`config.mk`:
```
export PLATFORM = sky130hd
export DESIGN_NAME = hsv_to_rgb_pixel
export DESIGN_NICKNAME = d
export VERILOG_FILES = /design/src/hw/rtl/hsvrgb_pkg.sv /design/src/hw/rtl/hsvrgb_hue_decode.sv /design/src/hw/rtl/hsvrgb_channel.sv /design/src/hw/rtl/hsv_to_rgb_pixel.sv
export SDC_FILE = /design/constraint.sdc
export NUM_CORES = 2
export LEC_CHECK = 0
export BUFFER_PORTS_ARGS = -buffer_cell sky130_fd_sc_hd__buf_2
export CAP_MARGIN = 20
export CORE_MARGIN = 2
export CORE_UTILIZATION = 55
export DETAILED_ROUTE_END_ITERATION = 7
export GPL_TIMING_DRIVEN = 0
export PLACE_DENSITY = 0.79
export SETUP_SLACK_MARGIN = 0.5
export SLEW_MARGIN = 15
export SYNTH_ARGS = -nofsm -noshare
export SYNTH_HDL_FRONTEND = slang
export SYNTH_SLANG_ARGS = --single-unit
```
`constraint.sdc`:
```
create_clock -name clk -period 12.2 [get_ports clk]
set_input_delay 2.44 -clock clk [delete_from_list [all_inputs] [get_ports clk]]
set_output_delay 2.44 -clock clk [all_outputs]
set_load 0.02 [all_outputs]
```
`src/hw/rtl/hsvrgb_pkg.sv`:
```
// Shared types, constants and channel-role decode for the HSV to RGB pixel converter.
package hsvrgb_pkg;

  // Default field widths
  localparam int CHANNEL_BITS_DEF      = 8;
  localparam int HUE_FRACTION_BITS_DEF = 4;

  // Whole-degree bits of the hue field (0..511; values from 360 up wrap around once)
  localparam int HUE_INT_BITS = 9;

  // Register stages from input accept to result
  localparam int PIPE_STAGES = 5;

  // 60-degree sectors of the color circle
  typedef enum logic [2:0] {
    SEC_RED_YEL = 3'd0,
    SEC_YEL_GRN = 3'd1,
    SEC_GRN_CYN = 3'd2,
    SEC_CYN_BLU = 3'd3,
    SEC_BLU_MAG = 3'd4,
    SEC_MAG_RED = 3'd5
  } sector_t;

  // What a channel carries in a sector: chroma, the secondary ramp, or nothing
  typedef enum logic [1:0] {
    ROLE_FULL   = 2'd0,
    ROLE_SECOND = 2'd1,
    ROLE_ZERO   = 2'd2
  } role_t;

  typedef enum logic [1:0] {
    CH_RED   = 2'd0,
    CH_GREEN = 2'd1,
    CH_BLUE  = 2'd2
  } chan_t;

  // Stage enables handed from the pipeline control to the datapath
  typedef struct packed {
    logic s1;
    logic s2;
    logic s3;
    logic s4;
    logic s5;
  } pipe_en_t;

  // Map sector and channel to the channel's role
  function automatic role_t chan_role(sector_t sec, chan_t ch);
    role_t r;
    r = ROLE_ZERO;
    unique case (ch)
      CH_RED: begin
        unique case (sec) inside
          SEC_RED_YEL, SEC_MAG_RED: r = ROLE_FULL;
          SEC_YEL_GRN, SEC_BLU_MAG: r = ROLE_SECOND;
          default:                  r = ROLE_ZERO;
        endcase
      end
      CH_GREEN: begin
        unique case (sec) inside
          SEC_YEL_GRN, SEC_GRN_CYN: r = ROLE_FULL;
          SEC_RED_YEL, SEC_CYN_BLU: r = ROLE_SECOND;
          default:                  r = ROLE_ZERO;
        endcase
      end
      CH_BLUE: begin
        unique case (sec) inside
          SEC_CYN_BLU, SEC_BLU_MAG: r = ROLE_FULL;
          SEC_GRN_CYN, SEC_MAG_RED: r = ROLE_SECOND;
          default:                  r = ROLE_ZERO;
        endcase
      end
      default: r = ROLE_ZERO;
    endcase
    return r;
  endfunction

endpackage

```
`src/hw/rtl/hsvrgb_hue_decode.sv`:
```
// First pipeline stage: wrap the hue, find its sector and the offset inside it.
module hsvrgb_hue_decode #(
  parameter int CHANNEL_BITS      = 8,
  parameter int HUE_FRACTION_BITS = 4
) (
  input  logic                                                    clk,
  input  logic                                                    en,
  input  logic [hsvrgb_pkg::HUE_INT_BITS+HUE_FRACTION_BITS-1:0]   hue,
  input  logic [CHANNEL_BITS-1:0]                                 saturation,
  input  logic [CHANNEL_BITS-1:0]                                 brightness,
  output hsvrgb_pkg::sector_t                                     sector,
  output logic [$clog2((60 << HUE_FRACTION_BITS) + 1)-1:0]        offset,
  output logic [CHANNEL_BITS-1:0]                                 sat_q,
  output logic [CHANNEL_BITS-1:0]                                 bri_q
);
  import hsvrgb_pkg::*;

  localparam int HUE_W = HUE_INT_BITS + HUE_FRACTION_BITS;
  localparam int UNITS = 60 << HUE_FRACTION_BITS;
  localparam int FULL  = 360 << HUE_FRACTION_BITS;
  localparam int U_W   = $clog2(UNITS + 1);

  logic [HUE_W-1:0] hue_wrap;
  logic [HUE_W-1:0] base;
  logic [2:0]       sec_cnt;

  // Wrap once around the circle, then compare against the sector bounds
  always_comb begin
    hue_wrap = (hue >= HUE_W'(FULL)) ? hue - HUE_W'(FULL) : hue;
    sec_cnt  = '0;
    base     = '0;
    for (int k = 1; k < 6; k++) begin
      if (hue_wrap >= HUE_W'(k * UNITS)) begin
        sec_cnt = 3'(k);
        base    = HUE_W'(k * UNITS);
      end
    end
  end

  // Register the decoded hue and pass saturation and value along
  always_ff @(posedge clk) begin
    if (en) begin
      sector <= sector_t'(sec_cnt);
      offset <= U_W'(hue_wrap - base);
      sat_q  <= saturation;
      bri_q  <= brightness;
    end
  end

endmodule

```
`src/hw/rtl/hsvrgb_channel.sv`:
```
// Stages two to five of one color channel: weight, products, scaling and rounding.
module hsvrgb_channel #(
  parameter int CHANNEL_BITS      = 8,
  parameter int HUE_FRACTION_BITS = 4
) (
  input  logic                                              clk,
  input  hsvrgb_pkg::pipe_en_t                              en,
  input  hsvrgb_pkg::role_t                                 role,
  input  logic                                              odd,
  input  logic [$clog2((60 << HUE_FRACTION_BITS) + 1)-1:0]  offset,
  input  logic [CHANNEL_BITS-1:0]                           sat,
  input  logic [CHANNEL_BITS-1:0]                           bri,
  output logic [CHANNEL_BITS-1:0]                           chan
);
  import hsvrgb_pkg::*;

  localparam longint unsigned MAXC  = (longint'(1) << CHANNEL_BITS) - 1;
  localparam longint unsigned UNITS = longint'(60) << HUE_FRACTION_BITS;
  localparam int              U_W   = $clog2(UNITS + 1);
  localparam longint unsigned DEN   = MAXC * UNITS;
  localparam longint unsigned HALF  = DEN / 2;
  localparam int              A_W   = CHANNEL_BITS + U_W;
  localparam int              N_W   = CHANNEL_BITS + A_W;
  localparam int              SH    = HUE_FRACTION_BITS + 2;
  localparam int              Y_W   = N_W + 1 - SH;
  // DEN = 2^SH * DivD; the odd factor goes through a reciprocal multiply
  localparam longint unsigned DivD  = 15 * MAXC;
  localparam int              D_W   = $clog2(DivD + 1);
  localparam longint unsigned RECIP = (longint'(1) << Y_W) / DivD;
  localparam int              R_W   = $clog2(RECIP + 1);
  localparam int              P_W   = Y_W + R_W;

  logic [U_W-1:0]              w;
  logic [CHANNEL_BITS+U_W-1:0] sw;
  logic [A_W-1:0]              a;
  logic [CHANNEL_BITS-1:0]     bri2;
  logic [N_W-1:0]              n;
  logic [N_W:0]                nsum;
  logic [Y_W-1:0]              y_next;
  logic [P_W-1:0]              prod;
  logic [Y_W-1:0]              y;
  logic [R_W-1:0]              qe;
  logic [R_W+D_W-1:0]          qd;
  logic [Y_W-1:0]              rem;
  logic [R_W:0]                q;

  // Stage 2: weight of the missing part of chroma, then MAXC*U - S*w
  always_comb begin
    case (role)
      ROLE_FULL:   w = '0;
      ROLE_ZERO:   w = U_W'(UNITS);
      ROLE_SECOND: w = odd ? offset : U_W'(UNITS) - offset;
      default:     w = '0;
    endcase
    sw = sat * w;
  end

  always_ff @(posedge clk) begin
    if (en.s2) begin
      a    <= A_W'(DEN) - A_W'(sw);
      bri2 <= bri;
    end
  end

  // Stage 3: scale by value
  always_ff @(posedge clk) begin
    if (en.s3) begin
      n <= N_W'(bri2 * a);
    end
  end

  // Stage 4: add half the divisor, drop the power of two, estimate the quotient
  always_comb begin
    nsum   = {1'b0, n} + (N_W + 1)'(HALF);
    y_next = nsum[N_W:SH];
    prod   = P_W'(y_next * R_W'(RECIP));
  end

  always_ff @(posedge clk) begin
    if (en.s4) begin
      y  <= y_next;
      qe <= prod[P_W-1:Y_W];
    end
  end

  // Stage 5: correct the estimate by at most one and clamp
  always_comb begin
    qd  = qe * D_W'(DivD);
    rem = y - Y_W'(qd);
    q   = (rem >= Y_W'(DivD)) ? {1'b0, qe} + (R_W + 1)'(1) : {1'b0, qe};
  end

  always_ff @(posedge clk) begin
    if (en.s5) begin
      chan <= (q > (R_W + 1)'(MAXC)) ? CHANNEL_BITS'(MAXC) : CHANNEL_BITS'(q);
    end
  end

endmodule

```
`src/hw/rtl/hsv_to_rgb_pixel.sv`:
```
// Pipeline: 5 register stages; an accepted request moves through stages 1 to 5 in order,
// and m_tvalid is stage 5's valid bit. Throughput: one pixel per clock unless m_tready
// stalls the output; stage 1 decodes the hue, stages 2 to 5 each hold one multiplier
// per channel (2, 4, 5 also add or compare); a stage reloads in the cycle it advances.
// Reset (rst, synchronous, active high) clears the stage valid bits only;
// data registers are not reset.
module hsv_to_rgb_pixel #(
  parameter int CHANNEL_BITS      = hsvrgb_pkg::CHANNEL_BITS_DEF,
  parameter int HUE_FRACTION_BITS = hsvrgb_pkg::HUE_FRACTION_BITS_DEF
) (
  input  logic clk,
  input  logic rst,
  input  logic s_tvalid,
  output logic s_tready,
  // hue, saturation, brightness (from bit 0 up), zero padded to bytes
  input  logic [((hsvrgb_pkg::HUE_INT_BITS + HUE_FRACTION_BITS + 2 * CHANNEL_BITS + 7) / 8)
                * 8 - 1:0] s_tdata,
  output logic m_tvalid,
  input  logic m_tready,
  // red, green, blue (from bit 0 up), zero padded to bytes
  output logic [((3 * CHANNEL_BITS + 7) / 8) * 8 - 1:0] m_tdata
);
  import hsvrgb_pkg::*;

  localparam int HUE_W  = HUE_INT_BITS + HUE_FRACTION_BITS;
  localparam int U_W    = $clog2((60 << HUE_FRACTION_BITS) + 1);
  localparam int OUT_W  = 3 * CHANNEL_BITS;
  localparam int OUT_PW = ((OUT_W + 7) / 8) * 8;

  logic [PIPE_STAGES:1]    vld;
  pipe_en_t                en;
  sector_t                 sector;
  logic [U_W-1:0]          offset;
  logic [CHANNEL_BITS-1:0] sat1;
  logic [CHANNEL_BITS-1:0] bri1;
  logic [CHANNEL_BITS-1:0] red;
  logic [CHANNEL_BITS-1:0] green;
  logic [CHANNEL_BITS-1:0] blue;

  // Advance a stage when it is empty or its successor advances
  always_comb begin
    en.s5 = !vld[5] || m_tready;
    en.s4 = !vld[4] || en.s5;
    en.s3 = !vld[3] || en.s4;
    en.s2 = !vld[2] || en.s3;
    en.s1 = !vld[1] || en.s2;
  end

  assign s_tready = en.s1;

  // Move valid bits along with the data
  always_ff @(posedge clk) begin
    if (rst) begin
      vld <= '0;
    end else begin
      if (en.s1) vld[1] <= s_tvalid;
      if (en.s2) vld[2] <= vld[1];
      if (en.s3) vld[3] <= vld[2];
      if (en.s4) vld[4] <= vld[3];
      if (en.s5) vld[5] <= vld[4];
    end
  end

  hsvrgb_hue_decode #(
    .CHANNEL_BITS      (CHANNEL_BITS),
    .HUE_FRACTION_BITS (HUE_FRACTION_BITS)
  ) u_hue (
    .clk        (clk),
    .en         (en.s1),
    .hue        (s_tdata[HUE_W-1:0]),
    .saturation (s_tdata[HUE_W +: CHANNEL_BITS]),
    .brightness (s_tdata[HUE_W + CHANNEL_BITS +: CHANNEL_BITS]),
    .sector     (sector),
    .offset     (offset),
    .sat_q      (sat1),
    .bri_q      (bri1)
  );

  hsvrgb_channel #(
    .CHANNEL_BITS      (CHANNEL_BITS),
    .HUE_FRACTION_BITS (HUE_FRACTION_BITS)
  ) u_red (
    .clk    (clk),
    .en     (en),
    .role   (chan_role(sector, CH_RED)),
    .odd    (sector[0]),
    .offset (offset),
    .sat    (sat1),
    .bri    (bri1),
    .chan   (red)
  );

  hsvrgb_channel #(
    .CHANNEL_BITS      (CHANNEL_BITS),
    .HUE_FRACTION_BITS (HUE_FRACTION_BITS)
  ) u_green (
    .clk    (clk),
    .en     (en),
    .role   (chan_role(sector, CH_GREEN)),
    .odd    (sector[0]),
    .offset (offset),
    .sat    (sat1),
    .bri    (bri1),
    .chan   (green)
  );

  hsvrgb_channel #(
    .CHANNEL_BITS      (CHANNEL_BITS),
    .HUE_FRACTION_BITS (HUE_FRACTION_BITS)
  ) u_blue (
    .clk    (clk),
    .en     (en),
    .role   (chan_role(sector, CH_BLUE)),
    .odd    (sector[0]),
    .offset (offset),
    .sat    (sat1),
    .bri    (bri1),
    .chan   (blue)
  );

  // Pack the result
  assign m_tvalid = vld[5];
  assign m_tdata  = OUT_PW'({blue, green, red});

endmodule

```
# Word level (Yosys, flattened, before mapping)
# Cells that the tools add are included.
# Widths: inputs -> output; s select.
[totals]
inputBits = 36
output_inout_bits = 26
register_bits = 291
[classes]
magnitude_cmp = 12
addsub = 15
mux = 20
eq_ne = 11
n_mul = 12
n_reduce_logical = 18
[op_table]
columns = ["operator", "n"]
rows = [
  ["$mul 21x8->29 const B", 3],
  ["$add 26x17->27 const B", 3],
  ["$mul 8x18->26", 3],
  ["$ge 21x12->1 const B", 3],
  ["$mul 10x12->21 const B", 3],
  ["$sub 21x21->21", 3],
  ["$mux 10", 6],
  ["$pmux 10 s2", 3],
  ["$mul 8x10->18", 3],
  ["$sub 18x18->18 const A", 3],
  ["$add 10x1->11 const B", 3],
  ["$gt 11x8->1 const B", 3],
  ["$mux 11", 3],
  ["$ge 13x12->1 const B", 2],
  ["$ge 13x13->1 const B", 2],
  ["$reduce_or 2->1", 7],
  ["$ge 13x10->1 const B", 1],
  ["$ge 13x11->1 const B", 1],
  ["$mux 13", 1],
  ["$sub 13x13->13 const B", 1],
  ["$pmux 2 s2", 3],
  ["$sub 10x10->10", 1],
  ["$sub 10x10->10 const A", 1],
  ["$eq 2x1->1 const B", 3],
  ["other kinds (9)", 23],
]

# Depth between registers and ports, before layout
[depth]
ltp_word = 9
depth_mapped = 27
mapped_depth_nobuf = 26

# By module
# From an unflattened synthesis, not the netlist that was laid out.
[hier_totals]
hier_cells = 4876
area_unflattened_um2 = 47280.3
[modules_own_cells]
columns = ["mod", "area_each_um2", "n_inst", "seq_area_each_um2", "cells_per_inst"]
rows = [
  ["hsvrgb_channel at u_green", 15279.7, 1, 2582.5, 1601],
  ["hsvrgb_channel at u_red", 15115.7, 1, 2582.5, 1560],
  ["hsvrgb_channel at u_blue", 15053.2, 1, 2582.5, 1569],
  ["hsvrgb_hue_decode", 1551.5, 1, 870.8, 115],
  ["hsv_to_rgb_pixel", 280.3, 1, 100.1, 31],
]

# Worst setup path after synthesis
# Ideal clock, no wire load.
[synth_timing]
path_type = "in2out"
from = "input m_tready"
to = "output s_tready"
stages = 3
required_time_ns = 9.760
arrival_time_ns = 3.756
path_slack_ns = 6.004
path_cell_list = "nor2b_1 > and3_1 > nand3_1"
[synth_via]
elab_chain_cells = 5
[synth_lines]
columns = ["element", "line", "rtl"]
rows = [
  ["start: declaration", "hsv_to_rgb_pixel.sv:19", "input logic m_tready,"],
  ["$logic_or 1x1->1", "hsv_to_rgb_pixel.sv:42", "en.s5 = !vld[5] || m_tready;"],
  ["$logic_or 1x1->1", "hsv_to_rgb_pixel.sv:43", "en.s4 = !vld[4] || en.s5;"],
  ["$logic_or 1x1->1", "hsv_to_rgb_pixel.sv:44", "en.s3 = !vld[3] || en.s4;"],
  ["$logic_or 1x1->1", "hsv_to_rgb_pixel.sv:45", "en.s2 = !vld[2] || en.s3;"],
  ["$logic_or 1x1->1", "hsv_to_rgb_pixel.sv:46", "en.s1 = !vld[1] || en.s2;"],
  ["end: declaration", "hsv_to_rgb_pixel.sv:14", "output logic s_tready,"],
]
# No other way between the ends.

# Worst setup path in the final report
[layout_timing]
from = "register u_hue.offset[0]"
to = "register u_blue.a[17], data pin"
[layout_via]
elab_chain_cells = 5
[layout_lines]
columns = ["element", "line", "rtl"]
rows = [
  ["start: declaration", "hsvrgb_hue_decode.sv:12", "output logic [$clog2((60 << HUE_FRACTION_BITS) + 1)-1:0] offset,"],
  ["start signal: assignment", "hsvrgb_hue_decode.sv:44", "offset <= U_W'(hue_wrap - base);"],
  ["$sub 10x10->10", "hsvrgb_channel.sv:52", "ROLE_SECOND: w = odd ? offset : U_W'(UNITS) - offset;"],
  ["$mux 10 *", "hsvrgb_channel.sv:52", ""],
  ["$pmux 10 s2 *", "hsvrgb_channel.sv:49", "case (role)"],
  ["$mul 8x10->18 *", "hsvrgb_channel.sv:55", "sw = sat * w;"],
  ["$sub 18x18->18 *", "hsvrgb_channel.sv:60", "a <= A_W'(DEN) - A_W'(sw);"],
  ["end signal: assignment", "hsvrgb_channel.sv:60", ""],
  ["end: declaration", "hsvrgb_channel.sv:35", "logic [A_W-1:0] a;"],
]
# Mark *: on every way between the ends. The rest lies on a longest branch, timed or not.
# A chain may end at the register's enable or synchronous reset.

==> run metrics <==
core footprint 0.0822 mm2; most frequent cells in the layout inv_1, ha_1, fa_1; Post-synth EDFFs 271; largest net degree at the start of global routing 67; diodes inserted 0; global-route wire length before repair 162 mm; Slew Limit Fails 0; worst slew pin tran 917 ps; Initial Utilization 0.556; Crit Path Max Fanout 10; GPL Wtd Cong 0.915; Area Overhead vs Synth 6.51%; Hold Buf Count CTS 0; xor-xnor portion of the synthesized cell area 0.0448; Post-Synth Simple-Gate Area 0.139; HP Class reg2reg; final net count 6212; net count after synthesis 6111; commonest non-fill, non-tap cell in the layout inv_1; DR vias/cell 5.39; Synth Area in Adders 0.470; detailed-placement wirelength estimate 78.8 mm; critical path class reg2reg; status finished clean; top_reg_cell synth edfxtp_1; Final Hold Fails 0; grt total ovfl 0; post-route ant nets 0; final wirelength 95.1 mm; Cell variety after synth 91; Arr. time, crit path 7600 ps; Rows 105; Final TNS setup 0 ps; final worst path period share 0.599; via count 32037; Final Skew 16.5 ps; Max-Cap Viols 0; Startpoint Class register; H-tree Lvls 2; DIE AREA 0.0854 mm2; CTS tree built; FFs w/ async S/R, synth 0; share of cells above drive strength 1 0.0312; R2R Path Start u_hue.offset[0]; mux share of post-synthesis cell area 0.00296; DR DRC count 0; sequential area share after synthesis 0.180; CP required 12500 ps; total CTS buffers 36; Synth Warn # 0; #FFs+latches synth 276; clk_lat worst skew 570 ps; Detailed Routing Iterations Pass 1 5; setup repair bufs after CTS 0; Die X 292 um; internal reg-to-reg setup slack 4900 ps; r2r worst-path depth 25; Synth Area in Compound Gates 0.0671; final-report setup violation count 0; crit path from u_hue.offset[0]; worst setup path endpoint u_blue.a[17]; RSZ-0062 raised after global routing false; Mapped Cells 4742; Max clock buf depth 3; Post-Syn Area per Cell 9.64 um2; GR Util All Layers 0.231; port bufs 58; largest family of logic cells by synthesized area adder cells; Post-Syn Area 0.0457 mm2; Relative slew margins 0.383; Num Clock Sinks 276; chip height 292 um; wire per inst 16.0 um; initial DRC count 1729; Root Driver clkbuf_16; post-CTS sizing 0; reg2reg end u_blue.a[17]; vias in the first global route 33602; Crit. End Element register; Max Fclk 137 MHz; initial antenna violation count 1; I/O pin cnt 62; clock slew at reported path FFs 60 ps; Tmin final 7300 ps
-- synthesized netlist by cell type (11+ instances only) --
cell type  count  area share
o21ai_1       12      0.0013
nor3_1        50      0.0055
nand3_1       46      0.0050
o21a_1        39      0.0064
a31oi_1       19      0.0026
clkbuf_1      80      0.0066
nand4_1       18      0.0025
nor2_1       180       0.015
a21oi_1      115       0.013
mux2i_1       11      0.0024
and3_1        45      0.0062
nor2b_1       42      0.0057
o31ai_1       11      0.0018
o21ai_0       88      0.0096
nor4_1        17      0.0023
inv_1       1087       0.089
ha_1         694        0.19
a21o_1        45      0.0074
and2_1       360       0.049
nand2b_1      24      0.0033
a21boi_0      11      0.0018
o211ai_1      13      0.0021
xnor2_1      149       0.029
a211oi_1      18      0.0030
or3_1         11      0.0015
xor2_1        85       0.016
nand2_1      415       0.034
fa_1         639        0.28
edfxtp_1     271        0.18
-- routing by layer --
| metal | track usage | share of wire |
|---|---|---|
| met2 | 0.395 | 0.48 |
| met5 | 0 | 0.00011 |
| met3 | 0.0289 | 0.053 |
| met4 | 0.0872 | 0.038 |
| met1 | 0.300 | 0.43 |
-- worst max-delay path, cell delays in order (launching register included) --
cell      delay (ps)
edfxtp_1         320
clkbuf_1         430
inv_1            160
ha_1             270
nand3_1          110
xnor2_1          220
nand2b_1         100
a22oi_1          570
nand2_1          170
fa_1             570
inv_1             50
fa_1             490
fa_1             550
inv_1             50
fa_1             430
ha_1             350
o21ai_0          150
a21boi_0         260
o21ai_0          150
a21boi_0         250
o21ai_0          160
a21boi_0         280
o21ai_0          150
a221oi_1         450
nand4_1          140
and3_1           200
-- metrics by stage --
stage | hold slack, ps | setup slack (ps) | utilization | area, um2 | cells
final | 418 | 4900 | 0.592 | 48700 | 5939
after detailed placement | 407 | 4940 | 0.577 | 47500 | 5874
after global routing | 423 | 4280 | 0.592 | 48700 | 5939
after floorplan | 400 | 6000 | - | 45700 | 4742
after CTS | 418 | 4870 | 0.592 | 48700 | 5938
after global placement | 404 | 4600 | 0.576 | 47300 | 5870
-- layout make-up --
cell class,count,area (um2)
buffer,82,315
clock buffer,43,927
clock inverter,21,279
fill,6726,33500
inverter,1087,4080
multi-input combinational,3297,33100
sequential,276,8240
tap,1070,1340
timing repair buffer,63,413
-- state kept, by name, summed over array words and instances (netlist names), 10 cells and up --
| signal | count |
|---|---|
| u_blue.n | 21 |
| u_blue.y | 21 |
| u_red.y | 21 |
| u_hue.offset | 10 |
| u_green.y | 21 |
| u_red.n | 21 |
| u_red.a | 18 |
| u_blue.a | 18 |
| u_blue.qe | 10 |
| u_green.a | 18 |
| u_green.qe | 10 |
| u_red.qe | 10 |
| u_green.n | 21 |
-- worst min path at each step --
stage	startpoint	end	slack [ps]	cells after the start
floorplan	u_hue.bri_q[0]	u_red.bri2[0]	400	0
global placement	u_hue.bri_q[2]	u_red.bri2[2]	400	0
detailed placement	u_hue.bri_q[6]	u_red.bri2[6]	410	0
CTS	u_hue.bri_q[4]	u_red.bri2[4]	420	0
global route	u_hue.bri_q[7]	u_red.bri2[7]	420	0
finish	u_hue.bri_q[7]	u_red.bri2[7]	420	0
-- kinds of logic after synthesis --
group | after synthesis
simple gates | 1253
compound gates | 463
mux | 13
flops | 276
buf+inv | 1169
fa+ha+maj | 1334
xor+xnor | 234
Power is not shown: default switching activity piles up to over one toggle a cycle in this logic, so the estimate is an artifact.
